File: config.mk
export PLATFORM = sky130hd
export DESIGN_NAME = cbc_bank_regs
export DESIGN_NICKNAME = d
export VERILOG_FILES = /design/src/rtl/cbc_pkg.sv /design/src/rtl/cbc_bank_regs.sv
export SDC_FILE = /design/constraint.sdc
export NUM_CORES = 1
export LEC_CHECK = 0
export BUFFER_PORTS_ARGS = -buffer_cell sky130_fd_sc_hd__buf_4
export CAP_MARGIN = 10
export CELL_PAD_IN_SITES_DETAIL_PLACEMENT = 0
export CELL_PAD_IN_SITES_GLOBAL_PLACEMENT = 1
export CORE_AREA = 4 4 41 43
export DETAILED_ROUTE_END_ITERATION = 12
export DIE_AREA = 0 0 45 47
export GPL_TIMING_DRIVEN = 1
export PLACE_DENSITY = 0.7
export SLEW_MARGIN = 20
export SYNTH_ARGS = -nofsm -noshare
export SYNTH_HDL_FRONTEND = slang
export SYNTH_SLANG_ARGS = --single-unit
File: constraint.sdc
create_clock -name clk -period 1.12 [get_ports clk]
set_input_delay 0.224 -clock clk [delete_from_list [all_inputs] [get_ports clk]]
set_output_delay 0.224 -clock clk [all_outputs]
set_load 0.02 [all_outputs]
File: src/rtl/cbc_pkg.sv
// Cartridge bank controller package: sizes, address map, status codes and
// the decoded-access struct. No dependencies.
`default_nettype none
package cbc_pkg;

	localparam int RAM_BANKS      = 4;
	localparam int RAM_BANK_BYTES = 8192;
	localparam int ROM_BANK_BITS  = 5;

	localparam int RAM_DEPTH = RAM_BANKS * RAM_BANK_BYTES;
	localparam int RAM_AW    = $clog2(RAM_DEPTH);
	localparam int RAM_OFF_W = $clog2(RAM_BANK_BYTES);
	localparam int ROM_AW    = 19;
	localparam int ROM_OFF_W = 14;

	localparam logic [15:0] ADDR_RAMEN_END  = 16'h2000;
	localparam logic [15:0] ADDR_ROMBANK_END = 16'h4000;
	localparam logic [15:0] ADDR_RAMBANK_END = 16'h6000;
	localparam logic [15:0] ADDR_VIDEO       = 16'h8000;
	localparam logic [15:0] ADDR_RAM         = 16'hA000;
	localparam logic [15:0] ADDR_HIGH        = 16'hC000;

	localparam logic [3:0] RAM_ENABLE_KEY = 4'hA;
	localparam logic [7:0] RAM_OFF_DATA   = 8'hFF;

	localparam logic CMD_READ  = 1'b0;
	localparam logic CMD_WRITE = 1'b1;

	typedef enum logic [1:0] {
		STATUS_OK    = 2'd0,
		STATUS_VIDEO = 2'd1,
		STATUS_HIGH  = 2'd2
	} status_t;

	typedef struct packed {
		logic    ram_read;
		logic    ram_write;
		logic    rom_read;
		logic    rom_banked;
		logic    set_ram_en;
		logic    set_rom_bank;
		logic    set_ram_bank;
		status_t status;
	} access_t;

endpackage
`default_nettype wire

File: src/rtl/cbc_bank_regs.sv
// RAM enable flag and ROM/RAM bank registers, updated by control writes.
// Depends on cbc_pkg.
`default_nettype none
module cbc_bank_regs (
	input  wire logic                             clk,
	input  wire logic                             arst_n,
	input  wire logic                             valid,
	input  wire cbc_pkg::access_t                 acc,
	input  wire logic [7:0]                       data,
	output logic                                  ram_en,
	output logic [cbc_pkg::ROM_BANK_BITS-1:0]     rom_bank,
	output logic [1:0]                            ram_bank
);
	import cbc_pkg::*;

	logic                     ram_en_q;
	logic [ROM_BANK_BITS-1:0] rom_bank_q;
	logic [1:0]               ram_bank_q;

	always_ff @(posedge clk or negedge arst_n) begin
		if (!arst_n) begin
			ram_en_q   <= 1'b0;
			rom_bank_q <= '0;
			ram_bank_q <= '0;
		end else if (valid) begin
			if (acc.set_ram_en)
				ram_en_q <= (data[3:0] == RAM_ENABLE_KEY);
			if (acc.set_rom_bank)
				rom_bank_q <= data[ROM_BANK_BITS-1:0];
			if (acc.set_ram_bank)
				ram_bank_q <= data[1:0];
		end
	end

	assign ram_en   = ram_en_q;
	assign rom_bank = rom_bank_q;
	assign ram_bank = ram_bank_q;

endmodule
`default_nettype wire

* Word level (Yosys, flattened, before mapping)
Index checks and enable logic that the tools add are counted.
Storage, ports and cells: register bits after elaboration 8, output and inout port bits 8, word-level logic and storage cells 7
Cells by class: eq/ne operators 1, reductions and logical operators 3
Operators by type and width (count):
- 2-bit AND reduction | 3
- 4-bit == test, second input constant | 1

* Depth between registers and ports, before layout
depth in word-level cells 1, depth in mapped cells 2

* Least setup slack after synthesis
Ideal clock, no wire load.
kind flip-flop to flip-flop, start point reg, netlist name ram_bank[0], end point reg ram_bank_q[0] (netlist: ram_bank[0]), setup time 125 ps, arrival 703 ps, data required time 995 ps, slack 293 ps, stages on the path, launching flop included 2, path through dfrtp_1 > mux2_2
RTL lines:
- end signal: assignment | RTL line cbc_bank_regs.sv:31 | ram_bank_q <= data[1:0];
- end: declaration | RTL line cbc_bank_regs.sv:18 | logic [1:0] ram_bank_q;

* Final worst setup path
start point reg ram_bank_q[0] (netlist: ram_bank[0]), end point out ram_bank[0]
RTL lines:
- end: declaration | RTL line cbc_bank_regs.sv:12 | output logic [1:0] ram_bank
No word-level cell between the ends.

==> metrics.md <==
| Metric | Value |
|---|---|
| Setup violation total in the final timing report | `0` |
| Launching element of the worst setup path | `ram_bank[0]` |
| Worst-case clock skew | `0 ns` |
| Data arrival time of the worst path | `0.79 ns` |
| Reg2Reg Launch Point | `ram_bank[0]` |
| Area taken by flip-flops and latches | `200 µm²` |
| Cell Area, Synth | `343 µm²` |
| GRT overflow | `0` |
| Via count of the first global-routing pass | `284` |
| R2R cell count | `1` |
| Distinct cell type count after synthesis | `7` |
| Wirelength, routed | `752 µm` |
| Fraction of final layout cells with drive strength greater than 1 | `76.2%` |
| Detailed router's first-iteration violation count | `1` |
| Cells after Synth | `20` |
| Count of pins on the block boundary | `28` |
| First drt pass iteration count | `2` |
| Startpoint of the worst hold path | `data[2]` |
| Number of synthesized register bits | `8` |
| Worst R2R End | `ram_bank[0]` |
| Portion of the post-synthesis area used by sequential elements | `58.4%` |
| Number of rows created at floorplan | `13` |
| Post-route clock period utilization | `90.9%` |
| CTS Root Buffer Type | `sky130_fd_sc_hd__clkbuf_4` |
| Count of input and output buffers | `18` |
| Dominant delay contributor by cell family on the critical path | `flip-flops` |
| Floorplan die width | `45 µm` |
| Final Net Count | `64` |
| Die footprint | `0.00212 mm²` |
| Critical path's slowest cell | `sky130_fd_sc_hd__dfrtp_1` |
| Reg-to-reg setup timing slack | `0.36 ns` |
| Layout fillers | `134` |
| Final core area utilization | `40.7%` |
| Net Count, Synth | `40` |
| Largest net degree at the start of global routing | `9` |
| Yosys synthesis warning count | `0` |
| Antenna diodes | `0` |
| Minimum clock period | `1.02 ns` |
| Clock tree from TritonCTS | `built` |
| Total setup buffers inserted after CTS | `0` |
| Power per cell area | `1490 mW/mm²` |
| ANT nets after route | `0` |
| Worst path bufs/invs | `1` |
| Max-slew violations | `0` |
| Startpoint kind of the worst setup timing path | `flop` |
| H-tree depth | `1` |
| Initial standard-cell utilization of the core | `26.3%` |
| Total Negative Setup Slacks | `0 ns` |
| Initial antenna violation count | `0` |
| Final Total Pwr | `789 µW` |
| Remaining max-slew budget at the tightest pin | `92.2%` |
| Clock Tree Buf Depth | `2` |
| Cell-by-cell trace of the critical path | `buf_4` |
| Leakage power summed over all cells | `0.000275 µW` |
| Worst Hold Class | `in -> reg` |
| First-pass GRT wire length | `1220 µm` |
| All-layer global routing usage | `8.84%` |
| WHS Endpoint | `rom_bank[2]` |
| Via count | `239` |
| Number of clock buffers inserted by TritonCTS | `3` |
| Wire length per cell after detailed routing | `13.2 µm` |
| Maximum cell stage delay along the critical path | `0.39 ns` |
| Worst EP required | `0.90 ns` |
| Detailed-route DRC error count | `0` |
| Transition time at the pin with the least slew margin | `0.116 ns` |
| Top achievable clock speed | `982 MHz` |
| Run status | `complete, no violations` |
| Clock Sinks | `8` |
| Area added between synthesis and finish | `54.4%` |
| Core Region | `0.00130 mm²` |
| Unrepaired setup endpoints after global routing | `no` |
| MaxCap Viol Count | `0` |
| Height of the die | `47 µm` |
| Clk pin slew, worst setup/hold paths | `0.06 ns` |
| Syn Area/Cell | `17.1 µm²` |
| Routability-driven placement congestion ratio | `0.718` |
| Latest clock arrival within the worst-skew pair | `0.24 ns` |
| Critical path peak fanout | `2` |
| Endpoint class of the critical path | `primary output` |
| Final number of hold-violating endpoints | `0` |
| Post-detailed-route via-to-cell ratio | `4.19` |
| Maximum vdd ir drop | `528 µV` |
| Worst setup path category | `reg -> out` |
| Area of the multi-input gates | `143 µm²` |
| Worst hold path cell count | `2` |
per-layer routing:
| metal | wire length (µm) | GRT usage (%) |
|---|---|---|
| met1 | 337 | 11.0 |
| met2 | 351 | 11.9 |
| met3 | 64 | 3.83 |
| met4 | 0 | 7.02 |
| met5 | 0 | 0 |
sequential cells by signal (all words and copies together) (netlist names):
register / flops
ram_en: 1
ram_bank: 2
rom_bank: 5
cell type report:
cell class              instances  share of cell area, %
flip-flops and latches          8                   37.8
clock buffers                   3                   4.26
well taps                      15                   3.55
repair buffers                 19                   27.4
multi-input cells              12                   27.0
how the worst max path moves through the flow:
stage	end	slack, ns	depth (start not counted)
global placement	ram_en	0.18	3
floorplan	ram_bank[0]	0.29	1
detailed placement	ram_en	0.18	3
global route	rom_bank[0]	0.05	1
finish	ram_bank[0]	0.10	1
CTS	rom_bank[0]	0.08	1
where the power goes:
group          total (µW)  internal [µW]  switching, µW  leakage [µW]
logic                 222            124           97.4      0.000166
registers             350            329           21.7     0.0000959
clock network         217            122           94.4     0.0000138
total                 789            576            214      0.000275
metrics by stage:
| step | cell area (µm²) | std cells | hold WS (ns) | worst slack [ns] |
|---|---|---|---|---|
| 6_report | 529 | 57 | 0.210 | 0.102 |
| 5_1_grt | 529 | 57 | 0.187 | 0.0527 |
| 4_1_cts | 529 | 57 | 0.201 | 0.0837 |
| 3_5_place_dp | 497 | 53 | 0.0500 | 0.182 |
| 3_3_place_gp | 497 | 53 | 0.0443 | 0.183 |
| 2_1_floorplan | 343 | 20 | -0.0716 | 0.293 |
cell usage after synthesis, drive strengths merged:
library cell | n | area share, %
dfrtp | 8 | 58
mux2 | 8 | 32
nand2 | 3 | 6.2
and4bb | 1 | 3.6
what timing repair did:
action                    4_1_cts  5_1_grt
gates resized for setup         0        0
hold buffers                    1        0
hold endpoints to repair        8        0
placed cells by master (no fill, tap or decap), drive strengths merged:
cell type,instances
clkbuf,3
dfrtp,8
dlygate4sd3,1
and4bb,1
mux2,8
nand2,3
buf,18
cells by family after synthesis:
group,share of synthesized area [%]
muxes,31.8
and+or+nand+nor,9.85
DFF,58.4
(Power assumes the default switching activity.)
